==> src/hdl/dbe_pkg.sv <==
`timescale 1ns / 1ps
`default_nettype none
// ----------------------------------------------------------------------------
// dbe_pkg: DES block encryption types, tables and bit-permutation functions
// DES numbers bits from 1 at the most significant end. Every table below uses
// that numbering, and the functions map it onto vector indexes.
// ----------------------------------------------------------------------------
package dbe_pkg;

   localparam int ROUNDS        = 16;
   localparam int HALF_KEY_BITS = 28;
   localparam int SUBKEY_BITS   = 48;
   localparam int CD_BITS       = 56;

   typedef struct packed {
      logic [31:0] left;
      logic [31:0] right;
   } half_pair_type;

   typedef logic [ROUNDS-1:0][SUBKEY_BITS-1:0] subkey_array_type;

   localparam logic [7:0] IP_TAB [64] = '{
      8'd58, 8'd50, 8'd42, 8'd34, 8'd26, 8'd18, 8'd10, 8'd2,
      8'd60, 8'd52, 8'd44, 8'd36, 8'd28, 8'd20, 8'd12, 8'd4,
      8'd62, 8'd54, 8'd46, 8'd38, 8'd30, 8'd22, 8'd14, 8'd6,
      8'd64, 8'd56, 8'd48, 8'd40, 8'd32, 8'd24, 8'd16, 8'd8,
      8'd57, 8'd49, 8'd41, 8'd33, 8'd25, 8'd17, 8'd9,  8'd1,
      8'd59, 8'd51, 8'd43, 8'd35, 8'd27, 8'd19, 8'd11, 8'd3,
      8'd61, 8'd53, 8'd45, 8'd37, 8'd29, 8'd21, 8'd13, 8'd5,
      8'd63, 8'd55, 8'd47, 8'd39, 8'd31, 8'd23, 8'd15, 8'd7};

   localparam logic [7:0] FP_TAB [64] = '{
      8'd40, 8'd8, 8'd48, 8'd16, 8'd56, 8'd24, 8'd64, 8'd32,
      8'd39, 8'd7, 8'd47, 8'd15, 8'd55, 8'd23, 8'd63, 8'd31,
      8'd38, 8'd6, 8'd46, 8'd14, 8'd54, 8'd22, 8'd62, 8'd30,
      8'd37, 8'd5, 8'd45, 8'd13, 8'd53, 8'd21, 8'd61, 8'd29,
      8'd36, 8'd4, 8'd44, 8'd12, 8'd52, 8'd20, 8'd60, 8'd28,
      8'd35, 8'd3, 8'd43, 8'd11, 8'd51, 8'd19, 8'd59, 8'd27,
      8'd34, 8'd2, 8'd42, 8'd10, 8'd50, 8'd18, 8'd58, 8'd26,
      8'd33, 8'd1, 8'd41, 8'd9,  8'd49, 8'd17, 8'd57, 8'd25};

   localparam logic [7:0] E_TAB [48] = '{
      8'd32, 8'd1,  8'd2,  8'd3,  8'd4,  8'd5,
      8'd4,  8'd5,  8'd6,  8'd7,  8'd8,  8'd9,
      8'd8,  8'd9,  8'd10, 8'd11, 8'd12, 8'd13,
      8'd12, 8'd13, 8'd14, 8'd15, 8'd16, 8'd17,
      8'd16, 8'd17, 8'd18, 8'd19, 8'd20, 8'd21,
      8'd20, 8'd21, 8'd22, 8'd23, 8'd24, 8'd25,
      8'd24, 8'd25, 8'd26, 8'd27, 8'd28, 8'd29,
      8'd28, 8'd29, 8'd30, 8'd31, 8'd32, 8'd1};

   localparam logic [7:0] P_TAB [32] = '{
      8'd16, 8'd7,  8'd20, 8'd21, 8'd29, 8'd12, 8'd28, 8'd17,
      8'd1,  8'd15, 8'd23, 8'd26, 8'd5,  8'd18, 8'd31, 8'd10,
      8'd2,  8'd8,  8'd24, 8'd14, 8'd32, 8'd27, 8'd3,  8'd9,
      8'd19, 8'd13, 8'd30, 8'd6,  8'd22, 8'd11, 8'd4,  8'd25};

   localparam logic [7:0] PC1_TAB [56] = '{
      8'd57, 8'd49, 8'd41, 8'd33, 8'd25, 8'd17, 8'd9,
      8'd1,  8'd58, 8'd50, 8'd42, 8'd34, 8'd26, 8'd18,
      8'd10, 8'd2,  8'd59, 8'd51, 8'd43, 8'd35, 8'd27,
      8'd19, 8'd11, 8'd3,  8'd60, 8'd52, 8'd44, 8'd36,
      8'd63, 8'd55, 8'd47, 8'd39, 8'd31, 8'd23, 8'd15,
      8'd7,  8'd62, 8'd54, 8'd46, 8'd38, 8'd30, 8'd22,
      8'd14, 8'd6,  8'd61, 8'd53, 8'd45, 8'd37, 8'd29,
      8'd21, 8'd13, 8'd5,  8'd28, 8'd20, 8'd12, 8'd4};

   localparam logic [7:0] PC2_TAB [48] = '{
      8'd14, 8'd17, 8'd11, 8'd24, 8'd1,  8'd5,
      8'd3,  8'd28, 8'd15, 8'd6,  8'd21, 8'd10,
      8'd23, 8'd19, 8'd12, 8'd4,  8'd26, 8'd8,
      8'd16, 8'd7,  8'd27, 8'd20, 8'd13, 8'd2,
      8'd41, 8'd52, 8'd31, 8'd37, 8'd47, 8'd55,
      8'd30, 8'd40, 8'd51, 8'd45, 8'd33, 8'd48,
      8'd44, 8'd49, 8'd39, 8'd56, 8'd34, 8'd53,
      8'd46, 8'd42, 8'd50, 8'd36, 8'd29, 8'd32};

   // Total left rotation of C and D after each round, summed over the
   // per-round shifts of one or two.
   localparam logic [4:0] ROT_SUM_TAB [ROUNDS] = '{
      5'd1,  5'd2,  5'd4,  5'd6,  5'd8,  5'd10, 5'd12, 5'd14,
      5'd15, 5'd17, 5'd19, 5'd21, 5'd23, 5'd25, 5'd27, 5'd28};

   localparam logic [3:0] SBOX_TAB [8][64] = '{
      '{4'd14,4'd4,4'd13,4'd1,4'd2,4'd15,4'd11,4'd8,4'd3,4'd10,4'd6,4'd12,4'd5,4'd9,4'd0,4'd7,
        4'd0,4'd15,4'd7,4'd4,4'd14,4'd2,4'd13,4'd1,4'd10,4'd6,4'd12,4'd11,4'd9,4'd5,4'd3,4'd8,
        4'd4,4'd1,4'd14,4'd8,4'd13,4'd6,4'd2,4'd11,4'd15,4'd12,4'd9,4'd7,4'd3,4'd10,4'd5,4'd0,
        4'd15,4'd12,4'd8,4'd2,4'd4,4'd9,4'd1,4'd7,4'd5,4'd11,4'd3,4'd14,4'd10,4'd0,4'd6,4'd13},
      '{4'd15,4'd1,4'd8,4'd14,4'd6,4'd11,4'd3,4'd4,4'd9,4'd7,4'd2,4'd13,4'd12,4'd0,4'd5,4'd10,
        4'd3,4'd13,4'd4,4'd7,4'd15,4'd2,4'd8,4'd14,4'd12,4'd0,4'd1,4'd10,4'd6,4'd9,4'd11,4'd5,
        4'd0,4'd14,4'd7,4'd11,4'd10,4'd4,4'd13,4'd1,4'd5,4'd8,4'd12,4'd6,4'd9,4'd3,4'd2,4'd15,
        4'd13,4'd8,4'd10,4'd1,4'd3,4'd15,4'd4,4'd2,4'd11,4'd6,4'd7,4'd12,4'd0,4'd5,4'd14,4'd9},
      '{4'd10,4'd0,4'd9,4'd14,4'd6,4'd3,4'd15,4'd5,4'd1,4'd13,4'd12,4'd7,4'd11,4'd4,4'd2,4'd8,
        4'd13,4'd7,4'd0,4'd9,4'd3,4'd4,4'd6,4'd10,4'd2,4'd8,4'd5,4'd14,4'd12,4'd11,4'd15,4'd1,
        4'd13,4'd6,4'd4,4'd9,4'd8,4'd15,4'd3,4'd0,4'd11,4'd1,4'd2,4'd12,4'd5,4'd10,4'd14,4'd7,
        4'd1,4'd10,4'd13,4'd0,4'd6,4'd9,4'd8,4'd7,4'd4,4'd15,4'd14,4'd3,4'd11,4'd5,4'd2,4'd12},
      '{4'd7,4'd13,4'd14,4'd3,4'd0,4'd6,4'd9,4'd10,4'd1,4'd2,4'd8,4'd5,4'd11,4'd12,4'd4,4'd15,
        4'd13,4'd8,4'd11,4'd5,4'd6,4'd15,4'd0,4'd3,4'd4,4'd7,4'd2,4'd12,4'd1,4'd10,4'd14,4'd9,
        4'd10,4'd6,4'd9,4'd0,4'd12,4'd11,4'd7,4'd13,4'd15,4'd1,4'd3,4'd14,4'd5,4'd2,4'd8,4'd4,
        4'd3,4'd15,4'd0,4'd6,4'd10,4'd1,4'd13,4'd8,4'd9,4'd4,4'd5,4'd11,4'd12,4'd7,4'd2,4'd14},
      '{4'd2,4'd12,4'd4,4'd1,4'd7,4'd10,4'd11,4'd6,4'd8,4'd5,4'd3,4'd15,4'd13,4'd0,4'd14,4'd9,
        4'd14,4'd11,4'd2,4'd12,4'd4,4'd7,4'd13,4'd1,4'd5,4'd0,4'd15,4'd10,4'd3,4'd9,4'd8,4'd6,
        4'd4,4'd2,4'd1,4'd11,4'd10,4'd13,4'd7,4'd8,4'd15,4'd9,4'd12,4'd5,4'd6,4'd3,4'd0,4'd14,
        4'd11,4'd8,4'd12,4'd7,4'd1,4'd14,4'd2,4'd13,4'd6,4'd15,4'd0,4'd9,4'd10,4'd4,4'd5,4'd3},
      '{4'd12,4'd1,4'd10,4'd15,4'd9,4'd2,4'd6,4'd8,4'd0,4'd13,4'd3,4'd4,4'd14,4'd7,4'd5,4'd11,
        4'd10,4'd15,4'd4,4'd2,4'd7,4'd12,4'd9,4'd5,4'd6,4'd1,4'd13,4'd14,4'd0,4'd11,4'd3,4'd8,
        4'd9,4'd14,4'd15,4'd5,4'd2,4'd8,4'd12,4'd3,4'd7,4'd0,4'd4,4'd10,4'd1,4'd13,4'd11,4'd6,
        4'd4,4'd3,4'd2,4'd12,4'd9,4'd5,4'd15,4'd10,4'd11,4'd14,4'd1,4'd7,4'd6,4'd0,4'd8,4'd13},
      '{4'd4,4'd11,4'd2,4'd14,4'd15,4'd0,4'd8,4'd13,4'd3,4'd12,4'd9,4'd7,4'd5,4'd10,4'd6,4'd1,
        4'd13,4'd0,4'd11,4'd7,4'd4,4'd9,4'd1,4'd10,4'd14,4'd3,4'd5,4'd12,4'd2,4'd15,4'd8,4'd6,
        4'd1,4'd4,4'd11,4'd13,4'd12,4'd3,4'd7,4'd14,4'd10,4'd15,4'd6,4'd8,4'd0,4'd5,4'd9,4'd2,
        4'd6,4'd11,4'd13,4'd8,4'd1,4'd4,4'd10,4'd7,4'd9,4'd5,4'd0,4'd15,4'd14,4'd2,4'd3,4'd12},
      '{4'd13,4'd2,4'd8,4'd4,4'd6,4'd15,4'd11,4'd1,4'd10,4'd9,4'd3,4'd14,4'd5,4'd0,4'd12,4'd7,
        4'd1,4'd15,4'd13,4'd8,4'd10,4'd3,4'd7,4'd4,4'd12,4'd5,4'd6,4'd11,4'd0,4'd14,4'd9,4'd2,
        4'd7,4'd11,4'd4,4'd1,4'd9,4'd12,4'd14,4'd2,4'd0,4'd6,4'd10,4'd13,4'd15,4'd3,4'd5,4'd8,
        4'd2,4'd1,4'd14,4'd7,4'd4,4'd10,4'd8,4'd13,4'd15,4'd12,4'd9,4'd0,4'd3,4'd5,4'd6,4'd11}};

   function automatic logic [63:0] perm_ip(input logic [63:0] x);
      logic [63:0] res;
      res = '0;
      for (int i = 0; i < 64; i++) begin
         res[6'(63 - i)] = x[6'(64 - int'(IP_TAB[i]))];
      end
      return res;
   endfunction

   function automatic logic [63:0] perm_fp(input logic [63:0] x);
      logic [63:0] res;
      res = '0;
      for (int i = 0; i < 64; i++) begin
         res[6'(63 - i)] = x[6'(64 - int'(FP_TAB[i]))];
      end
      return res;
   endfunction

   function automatic logic [47:0] perm_e(input logic [31:0] x);
      logic [47:0] res;
      res = '0;
      for (int i = 0; i < 48; i++) begin
         res[6'(47 - i)] = x[5'(32 - int'(E_TAB[i]))];
      end
      return res;
   endfunction

   function automatic logic [31:0] perm_p(input logic [31:0] x);
      logic [31:0] res;
      res = '0;
      for (int i = 0; i < 32; i++) begin
         res[5'(31 - i)] = x[5'(32 - int'(P_TAB[i]))];
      end
      return res;
   endfunction

   function automatic logic [CD_BITS-1:0] perm_pc1(input logic [63:0] x);
      logic [CD_BITS-1:0] res;
      res = '0;
      for (int i = 0; i < CD_BITS; i++) begin
         res[6'(CD_BITS - 1 - i)] = x[6'(64 - int'(PC1_TAB[i]))];
      end
      return res;
   endfunction

   function automatic logic [SUBKEY_BITS-1:0] perm_pc2(input logic [CD_BITS-1:0] x);
      logic [SUBKEY_BITS-1:0] res;
      res = '0;
      for (int i = 0; i < SUBKEY_BITS; i++) begin
         res[6'(SUBKEY_BITS - 1 - i)] = x[6'(CD_BITS - int'(PC2_TAB[i]))];
      end
      return res;
   endfunction

   // Left rotation of a 28-bit half by a fixed amount of 0 to 28.
   function automatic logic [HALF_KEY_BITS-1:0] rotl28(input logic [HALF_KEY_BITS-1:0] v,
                                                       input logic [4:0] s);
      logic [2*HALF_KEY_BITS-1:0] dbl;
      dbl = {v, v};
      return dbl[6'(2*HALF_KEY_BITS - 1 - int'(s)) -: HALF_KEY_BITS];
   endfunction

   function automatic logic [3:0] sbox(input int box, input logic [5:0] six);
      return SBOX_TAB[box][{six[5], six[0], six[4:1]}];
   endfunction

endpackage
`default_nettype wire

==> src/hdl/dbe_key_sched.sv <==
`timescale 1ns / 1ps
`default_nettype none
// ----------------------------------------------------------------------------
// dbe_key_sched: DES key schedule register
// Expands a written key into all sixteen round subkeys at write time and
// holds them, so the datapath sees ready subkeys from the next cycle on.
// ----------------------------------------------------------------------------
module dbe_key_sched (
   input  wire logic                       clock,
   input  wire logic                       reset,
   input  wire logic                       csr_wr_en,
   input  wire logic [63:0]                csr_wr_data,
   output dbe_pkg::subkey_array_type       subkeys
);
   import dbe_pkg::*;

   logic [CD_BITS-1:0] cd;
   subkey_array_type   subkeys_in;
   subkey_array_type   subkeys_ff;

   assign cd = perm_pc1(csr_wr_data);

   // Each round's C and D are the PC-1 halves rotated by the running total.
   always_comb begin
      for (int i = 0; i < ROUNDS; i++) begin
         subkeys_in[i] = perm_pc2({rotl28(cd[CD_BITS-1:HALF_KEY_BITS], ROT_SUM_TAB[i]),
                                   rotl28(cd[HALF_KEY_BITS-1:0], ROT_SUM_TAB[i])});
      end
   end

   // A zero key expands to all-zero subkeys, so reset clears them directly.
   always_ff @(posedge clock) begin
      if (reset) begin
         subkeys_ff <= '0;
      end else if (csr_wr_en) begin
         subkeys_ff <= subkeys_in;
      end
   end

   assign subkeys = subkeys_ff;

endmodule
`default_nettype wire

==> src/hdl/dbe_round.sv <==
`timescale 1ns / 1ps
`default_nettype none
// ----------------------------------------------------------------------------
// dbe_round: one DES Feistel round
// E expansion, subkey mix, eight S-boxes and P permutation on the right half,
// folded into the left half, with the halves exchanged.
// ----------------------------------------------------------------------------
module dbe_round (
   input  wire dbe_pkg::half_pair_type         blk_in,
   input  wire logic [dbe_pkg::SUBKEY_BITS-1:0] subkey,
   output dbe_pkg::half_pair_type              blk_out
);
   import dbe_pkg::*;

   logic [SUBKEY_BITS-1:0] mixed;
   logic [31:0]            sbox_out;

   assign mixed = perm_e(blk_in.right) ^ subkey;

   always_comb begin
      for (int i = 0; i < 8; i++) begin
         sbox_out[5'(31 - 4*i) -: 4] = sbox(i, mixed[6'(47 - 6*i) -: 6]);
      end
   end

   assign blk_out.left  = blk_in.right;
   assign blk_out.right = blk_in.left ^ perm_p(sbox_out);

endmodule
`default_nettype wire

==> src/hdl/des_block_encrypt.sv <==
`timescale 1ns / 1ps
`default_nettype none
// ----------------------------------------------------------------------------
// des_block_encrypt: DES encryption of 64-bit words, one word per cycle
// Usage: write the key through csr_wr_en / csr_wr_data while no word is in
// flight; it is expanded to subkeys at the write and usable the next cycle.
// Parity bits of the key are ignored. After reset the key is all zeros.
// A plaintext word is taken at each clock edge where start is high; busy is
// always low, so a new word may be presented every cycle.
// The word is registered at acceptance, passes all sixteen rounds and the
// final permutation in one combinational pass, and is registered again.
// rsp_valid pulses for one cycle; it follows start through in_valid_ff and rsp_valid_ff.
// Throughput: one word per cycle, set by the input and result registers
// around the round chain. Results are not held: the receiver must take
// rsp_ciphertext in the cycle rsp_valid is high.
// Reset clears the key and drops any words in flight.
// ----------------------------------------------------------------------------
module des_block_encrypt (
   input  wire logic        clock,
   input  wire logic        reset,
   input  wire logic        start,
   output wire logic        busy,
   input  wire logic [63:0] req_plaintext,
   output wire logic        rsp_valid,
   output wire logic [63:0] rsp_ciphertext,
   input  wire logic        csr_wr_en,
   input  wire logic [63:0] csr_wr_data
);
   import dbe_pkg::*;

   subkey_array_type subkeys;
   logic             in_valid_ff;
   half_pair_type    in_blk_in;
   half_pair_type    in_blk_ff;
   half_pair_type    stage [ROUNDS+1];
   logic             rsp_valid_ff;
   logic [63:0]      rsp_ciphertext_in;
   logic [63:0]      rsp_ciphertext_ff;

   dbe_key_sched u_key_sched (
      .clock       (clock),
      .reset       (reset),
      .csr_wr_en   (csr_wr_en),
      .csr_wr_data (csr_wr_data),
      .subkeys     (subkeys)
   );

   assign in_blk_in = perm_ip(req_plaintext);

   always_ff @(posedge clock) begin
      if (reset) begin
         in_valid_ff <= 1'b0;
      end else begin
         in_valid_ff <= start;
      end
   end

   always_ff @(posedge clock) begin
      if (start) begin
         in_blk_ff <= in_blk_in;
      end
   end

   assign stage[0] = in_blk_ff;

   for (genvar g = 0; g < ROUNDS; g++) begin : g_round
      dbe_round u_round (
         .blk_in  (stage[g]),
         .subkey  (subkeys[g]),
         .blk_out (stage[g+1])
      );
   end

   // The last round's exchange is undone before the inverse permutation.
   assign rsp_ciphertext_in = perm_fp({stage[ROUNDS].right, stage[ROUNDS].left});

   always_ff @(posedge clock) begin
      if (reset) begin
         rsp_valid_ff <= 1'b0;
      end else begin
         rsp_valid_ff <= in_valid_ff;
      end
   end

   always_ff @(posedge clock) begin
      if (in_valid_ff) begin
         rsp_ciphertext_ff <= rsp_ciphertext_in;
      end
   end

   assign busy           = 1'b0;
   assign rsp_valid      = rsp_valid_ff;
   assign rsp_ciphertext = rsp_ciphertext_ff;

endmodule
`default_nettype wire
==> config.mk <==
export PLATFORM = sky130hd
export DESIGN_NAME = des_block_encrypt
export DESIGN_NICKNAME = d
export VERILOG_FILES = /design/src/hdl/dbe_pkg.sv /design/src/hdl/dbe_key_sched.sv /design/src/hdl/dbe_round.sv /design/src/hdl/des_block_encrypt.sv
export SDC_FILE = /design/constraint.sdc
export NUM_CORES = 1
export LEC_CHECK = 0
export CAP_MARGIN = 20
export CORE_MARGIN = 1.5
export CORE_UTILIZATION = 70
export CTS_CLUSTER_DIAMETER = 40
export CTS_CLUSTER_SIZE = 24
export DETAILED_ROUTE_END_ITERATION = 10
export DONT_BUFFER_PORTS = 1
export PLACE_DENSITY = 0.86
export SLEW_MARGIN = 40
export SYNTH_ARGS = -nofsm -noshare
export SYNTH_HDL_FRONTEND = slang
export SYNTH_SLANG_ARGS = --single-unit
==> constraint.sdc <==
create_clock -name clock -period 21.9 [get_ports clock]
set_input_delay 0 -clock clock [delete_from_list [all_inputs] [get_ports clock]]
set_output_delay 0 -clock clock [all_outputs]
set_load 0.02 [all_outputs]
# Yosys cells after proc, flatten, opt, wreduce, memory -nomap -nowiden
# Memories as Yosys holds them, arrays and structs flattened.
# Index checks and enable logic that the tools add are counted.
# op_classes
mux,120
bitwise,76
order_cmp,60
# op_table
operator,count
$ge A7 B7 Y1 const B,60
$not A6 Y7,60
$xor A16 B16 Y16,14
$mux W3,60
$mux W4,30
$mux W2,30
$xor A24 B24 Y24,2
# totals
input_bits,132
mem_bits_ro,15360
word_cells,322
reg_bits,47
mem_count,60
output_inout_bits,66
# memory_table
name,depth,width,rd,rd_clocked_by_memory_dff,write_ports,line,text
(name not given),64,4,1,0,0,dbe_pkg.sv:181,"return SBOX_TAB[box][{six[5], six[0], six[4:1]}];"
(name not given),64,4,1,0,0,dbe_pkg.sv:181,
(name not given),64,4,1,0,0,dbe_pkg.sv:181,
(name not given),64,4,1,0,0,dbe_pkg.sv:181,
(name not given),64,4,1,0,0,dbe_pkg.sv:181,
(name not given),64,4,1,0,0,dbe_pkg.sv:181,
54 more memories,-,-,-,-,-,-,

# Depth between registers and ports, before layout
# Gate-level depths: netlist of run 1.
# logic_depth
ltp_word,76
mapped_depth,54
ltp_nobuf,51

# By module
# From an unflattened synthesis of run 1, not the netlist that was laid out.
# unflattened
cells_unflattened,4455
hier_area_um2,36094.6
# by_module_without_submodules
module,area_per_inst_um2,seq_area_each_um2,instances,cells_each
dbe_round (g_round[0].u_round ...),1789.2,0.0,15,224
dbe_key_sched,6198.4,300.3,1,802
dbe_round (g_round[15].u_round),1672.9,0.0,1,207
des_block_encrypt,1385.1,1001.0,1,86

# Worst setup path after synthesis of run 1
# Ideal clock, no wire load.
# synth_path
path_type,reg-to-reg
start,register in_blk_ff[5] (netlist name)
end,"register rsp_ciphertext_ff[19], in the netlist rsp_ciphertext[19] (data pin)"
arrival_ns,10.786
path_buffers,0
setup_time_ns,0.263
required_ns,21.637
setup_slack_ns,10.851
period_less_slack_ns,11.049
stages_incl_launch_ff,49
cell_sequence,edfxtp_1 > ha_1 > xor2_1 > nor2_1 > a31oi_1 > xnor2_1 > ha_1 > xnor2_1 > xnor2_1 > ha_1 > and2_1 > o221ai_1 > o211ai_2 > a22o_1 > and2_1 > o21ai_0 > inv_1 > ha_1 > [13 not listed] > xor2_1 > nand2_1 > or4b_4 > o211ai_4 > ha_1 > xnor2_1 > xnor2_1 > xnor2_4 > mux2i_1 > nand2_1 > o21ai_0 > xnor2_1 > ha_1 > nand2b_1 > o21bai_1 > mux2_2 > o211ai_2 > xnor2_1
# synth_lines
element,line,text
"start, declared",des_block_encrypt.sv:34,half_pair_type in_blk_ff;
"start signal, assigned",des_block_encrypt.sv:60,in_blk_ff <= in_blk_in;
"end signal, assigned",des_block_encrypt.sv:87,rsp_ciphertext_ff <= rsp_ciphertext_in;
"end, declared",des_block_encrypt.sv:38,logic [63:0] rsp_ciphertext_ff;

==> flow_summary.ini, run 1 <==
[run_status]
status = completed

[clocking]
cts_setup_buffers = 0
htreeDepth = 1
numCtsBuffers = 3
clkSlewWorstSetupHoldPaths_ns = 0.08
cts_sinks = 23
cts_root_buf = clkbuf_8
cts_tree = yes
cts.path.max_buffers = 2
insertion_delay_ns = 0.28

[cells_and_area]
drive_above_1_share_pct = 8.379
fillers = 438
syn2layout_area_growth_pct = 2.579
fin_nets = 717
antenna_cells = 0

[global_route]
grt_pass1_wl_um = 16020
grt_pass1_vias = 3451
grtUsageTotal_pct = 28.14
grt_overflow = 0
grt_start_max_net_pins = 23
antenna_found_initial = 0

[detailed_routing]
drtIter0Drc = 203
ant_nets = 0
dr.pass1.iters = 4
post-route-drc-count = 0
wl_um = 9962
wl_per_cell_um = 15.91
via_per_inst = 5.925
num_vias = 3709

[floorplanning]
rows = 29
dieArea_sq_um = 6936
start_util_pct = 71.88
die_h_um = 83.29
pin_count = 198
core-area_sq_um = 6277
die_w_um = 83.29

[worst_setup_path]
crit_slowest_cell = edfxtp_1
cp_max_fo = 22
start_kind = flop
worstSetupPathType = flop to flop
cpMostUsedCell = xnor2_1
slowest_delay_ns = 0.89
worstSetupEndpointType = flop
critical_path_required_ns = 21.92
worst_ep_arrival_time_ns = 13.29

[logic_synthesis]
syn_area_sq_um = 4512
ys_seq_elements = 23
syn_avg_cell_area_sq_um = 8.513
synth-async-reset-ratio_pct = 0
yosys.area.top_type = xnor2_1
yosys_warnings = 0
netlist_instances = 530
synth-edff-count = 11
ys_seq_area_share_pct = 12.65
netlist_top_cells_area = xnor2_1 (11%), buf_4 (10%), ha_1 (9.7%)
netlist.area_leader.share_pct = 10.87
synth_cell_type_count = 86
synth-main-ff-cell = dfxtp_1

[timing]
min_period_over_period_pct = 60.60
slew_headroom_pct = 45.48
finalSetupTns_ns = 0
fin_crit_ns = 13.27
worst_slew_pin_slew_ns = 0.8178
setup_violations = 0
hold_viol = 0
fmax_mhz = 75.35
fin_skew_ns = 0.001967
rsz0062_at_grt = no
final_max_slew_viol_count = 0

[place]
post-dp-hpwl_um = 6873
routabilityCongestion = 0.8943
portBuffers = 0

[worst_hold_path]
hold_class = input port to flop

[job]
cap_violations = 0
per-stage QoR:
step	std cells	area, sq um	hold WS [ns]	setup slack, ns	utilization [%]
6_report	626	4628	0.3493	8.629	73.73
5_1_grt	626	4628	0.3521	7.979	73.73
4_1_cts	626	4628	0.3612	9.060	73.73
3_5_place_dp	593	4293	0.07427	9.080	68.39
3_3_place_gp	593	4293	0.07276	9.357	68.39
2_1_floorplan	591	4741	0.07161	10.85	-
flip-flops by register name (all words and copies together), names as in the netlist:
signal,count
u_key_sched.subkeys,10
in_blk_ff,8
rsp_ciphertext,3
in_valid_ff,1
rsp_valid,1
per-layer routing:
metal | vias up | share of wire, % | global-route usage [%]
met2 | 168 | 52 | 52.85
met3 | 26 | 4.7 | 2.883
li1 | 1787 | - | -
met1 | 1728 | 40 | 32.92
met4 | 0 | 2.9 | 10.00
met5 | - | 0 | 0
cell type report:
cell class,count,area (sq um),share of cell area (%)
inverters,23,86.33,1.865
multi-input cells,470,3540,76.48
repair buffers,29,290.3,6.272
clock buffers,4,45.04,0.9732
flip-flops and latches,23,570.5,12.33
well taps,77,96.34,2.082
logic make-up (layout without fill, tap and decap cells):
group | Yosys count | after routing | share of synthesized area [%]
mux | 26 | 26 | 6.489
fa+ha+maj | 35 | 35 | 9.706
buf+inv | 98 | 56 | 13.98
xor+xnor | 94 | 94 | 21.24
other cells | 1 | 62 | 0.08311
compound gates | 99 | 99 | 17.69
flops | 23 | 23 | 12.65
simple gates | 154 | 154 | 18.16
Yosys cell counts, types with 7 or more instances:
| cell type | count |
|---|---|
| nor3_1 | 13 |
| o211ai_1 | 7 |
| nor2_1 | 41 |
| nor2b_1 | 9 |
| edfxtp_1 | 11 |
| nand2_1 | 32 |
| xor2_1 | 26 |
| xnor2_1 | 56 |
| mux2i_1 | 21 |
| a21oi_1 | 15 |
| ha_1 | 35 |
| inv_1 | 20 |
| dfxtp_1 | 12 |
| buf_4 | 62 |
| o21ai_0 | 10 |
| nand2b_1 | 8 |
cell usage in the layout (no fill, tap or decap), types with 10 or more instances in the layout:
master	count
conb_1	62
xnor2_1	56
nor2_1	41
ha_1	35
nand2_1	32
dlygate4sd3_1	29
xor2_1	26
mux2i_1	21
inv_1	20
a21oi_1	15
nor3_1	13
dfxtp_1	12
edfxtp_1	11
o21ai_0	10
repair_timing:
action / 4_1_cts / 5_1_grt
gates resized for setup: 0 / 0
hold endpoints to repair: 28 / 0
hold buffers: 29 / 0
endpoints found under the setup margin: 0 / 0
final timing paths:
check                                  startpoint            endpoint  slack, ns  cells past startpoint
worst max-delay path                 in_blk_ff[4]  rsp_ciphertext[19]       8.63                     48
worst min-delay path            req_plaintext[17]        in_blk_ff[5]       0.35                      1
worst max register to register       in_blk_ff[4]  rsp_ciphertext[19]       8.63                     48
worst min register to register        in_valid_ff   rsp_ciphertext[1]       0.54                      0
worst max-delay path, delay by kind of cell, from the launching register on:
family / cells / cell delay, ns
simple gates: 10 / 1.99
flops: 1 / 0.89
buf+inv: 1 / 0.08
xor+xnor: 16 / 4.27
mux: 2 / 0.58
fa+ha+maj: 9 / 2.84
compound gates: 10 / 2.36
Power of run 1 is left out: the tool's default activity adds up to more than one toggle a clock period on the data nets, which glitch-free logic cannot reach.
==> run 2: changes to the inputs <==
Settings changed: CORE_UTILIZATION 70 to 60, PLACE_DENSITY 0.86 to 0.79.
Clock period 21.9 ns to 11.7 ns, I/O delays scaled along.
==> run 2 against run 1 <==
  * Global-route usage shrank 3.9 points
  * Die area grew 16%
  * Via count grew 4.0%
  * Count of clock-buffer cells in the layout shrank 1
  * First-iteration DRC count grew 14%
  * Clock skew grew 0.0034 ns
  * Cell count grew 6.7%
  * Critical path type unchanged
  * Critical endpoint unchanged
  * Highest routed layer unchanged
==> flow_summary.ini, run 2 (synthesis results as in run 1) <==
[cells_and_area]
seqCellArea_sq_um = 570.5
final_cell_mix = conb_1 (62), xnor2_1 (47), nor2_1 (41), ha_1 (33), nand2_1 (32)
drive_above_1_share_pct = 16.34
fillers = 526
final_area_sq_um = 5020
final_cell_count_no_fill = 668
layout_commonest_cell = conb_1
largest_register_ffs = 10
multi_input_area_sq_um = 3752
antenna_cells = 0
fin_nets = 737
syn2layout_area_growth_pct = 11.26

[worst_setup_path]
worst_ep_arrival_time_ns = 11.23
cp_max_fo = 7
r2r_start = in_blk_ff[5]
worstSetupPathType = flop to flop
critical_path_required_ns = 11.72
cpMostUsedCell = ha_1
slowest_delay_ns = 0.52
crit_slowest_cell = or4b_4
worstSetupEndpointType = flop
start_kind = flop
crit_start = in_blk_ff[5]

[clocking]
htreeDepth = 1
cts_sinks = 23
insertion_delay_ns = 0.27
cts_tree = yes
cts.path.max_buffers = 2
numCtsBuffers = 3
clkSlewWorstSetupHoldPaths_ns = 0.09
cts_root_buf = clkbuf_8

[global_route]
antenna_found_initial = 0
grt_pass1_wl_um = 16400
grt_start_max_net_pins = 22
grt_pass1_vias = 3629
grtUsageTotal_pct = 24.23
grt_overflow = 0

[timing]
setup_violations = 0
fin_crit_ns = 11.21
hold_viol = 0
worst_slew_pin_slew_ns = 0.7267
slew_headroom_pct = 51.20
final_max_slew_viol_count = 0
min_period_over_period_pct = 95.78
fin_skew_ns = 0.005348
fmax_mhz = 89.23

[place]
post-dp-hpwl_um = 7291
routabilityCongestion = 0.9717
placed_cells = 624
placed_cell_area_sq_um = 4388
portBuffers = 0

[floorplanning]
pin_count = 198
core-area_sq_um = 7253
rows = 31
dieArea_sq_um = 8049
die_h_um = 89.72
die_w_um = 89.72
start_util_pct = 62.20

[detailed_routing]
drtIter0Drc = 231
wl_um = 10360
dr.pass1.iters = 5
num_vias = 3857
post-route-drc-count = 0
via_per_inst = 5.774
ant_nets = 0
wl_per_cell_um = 15.50

[worst_hold_path]
hold_class = input port to flop
min_from = req_plaintext[19]

[run_status]
status = completed

[job]
cap_violations = 0
## run 2: cell types whose count changed in the layout (fill, tap and decap cells not counted), sizes merged
cell,delta
buf,+20
clkbuf,-1
clkinv,+1
## run 2: worst paths after layout
path / slack (ns) / to / depth (start not counted)
worst max-delay path: 0.49 / rsp_ciphertext[19] / 49
worst min-delay path: 0.35 / in_blk_ff[13] / 1
worst max register to register: 0.49 / rsp_ciphertext[19] / 49
worst min register to register: 0.54 / rsp_ciphertext[17] / 0
## run 2: through the flow
stage / util [%] / setup WS [ns] / setup TNS, ns / hold slack, ns
5_1_grt: 69.21 / -0.006344 / -0.006344 / 0.3427
6_report: 69.21 / 0.4935 / 0 / 0.3524
3_5_place_dp: 60.50 / 0.006637 / 0 / 0.07450
3_3_place_gp: 60.50 / 0.3239 / 0 / 0.07261
2_1_floorplan: - / 0.6508 / 0 / 0.07161
4_1_cts: 65.43 / 0.04233 / 0 / 0.3484
## run 2: repair_timing
item	4_1_cts	5_1_grt
endpoints found under the setup margin	1	3
hold buffers	29	0
endpoints found under the hold margin	28	0
resized for setup	3	28
pin swaps	0	5
buffers inserted	0	11
## run 2: final cells by class
class                           instances  area share (%)
Multi-Input combinational cell        470           74.75
Tap cell                               99           2.468
Clock inverter                          1         0.09970
Inverter                               23           1.720
Timing Repair Buffer                   49           8.774
Clock buffer                            3          0.8225
Sequential cell                        23           11.37
## run 2: critical path: cells and delay by family, from the launching register on
| kind | cells | cell delay (ns) |
|---|---|---|
| mux | 3 | 0.67 |
| simple gates | 12 | 2.01 |
| flops | 1 | 0.51 |
| fa+ha+maj | 9 | 2.85 |
| compound gates | 10 | 1.94 |
| xor+xnor | 15 | 2.98 |
## run 2: metal layers
metal / vias up / part of all wire (%) / GRT usage (%)
li1: 1820 / - / -
met1: 1848 / 39 / 26.96
met2: 162 / 53 / 47.14
met3: 27 / 4.7 / 3.215
met4: 0 / 2.5 / 7.540
met5: - / 0 / 0
Power of run 2 is left out for the same reason.
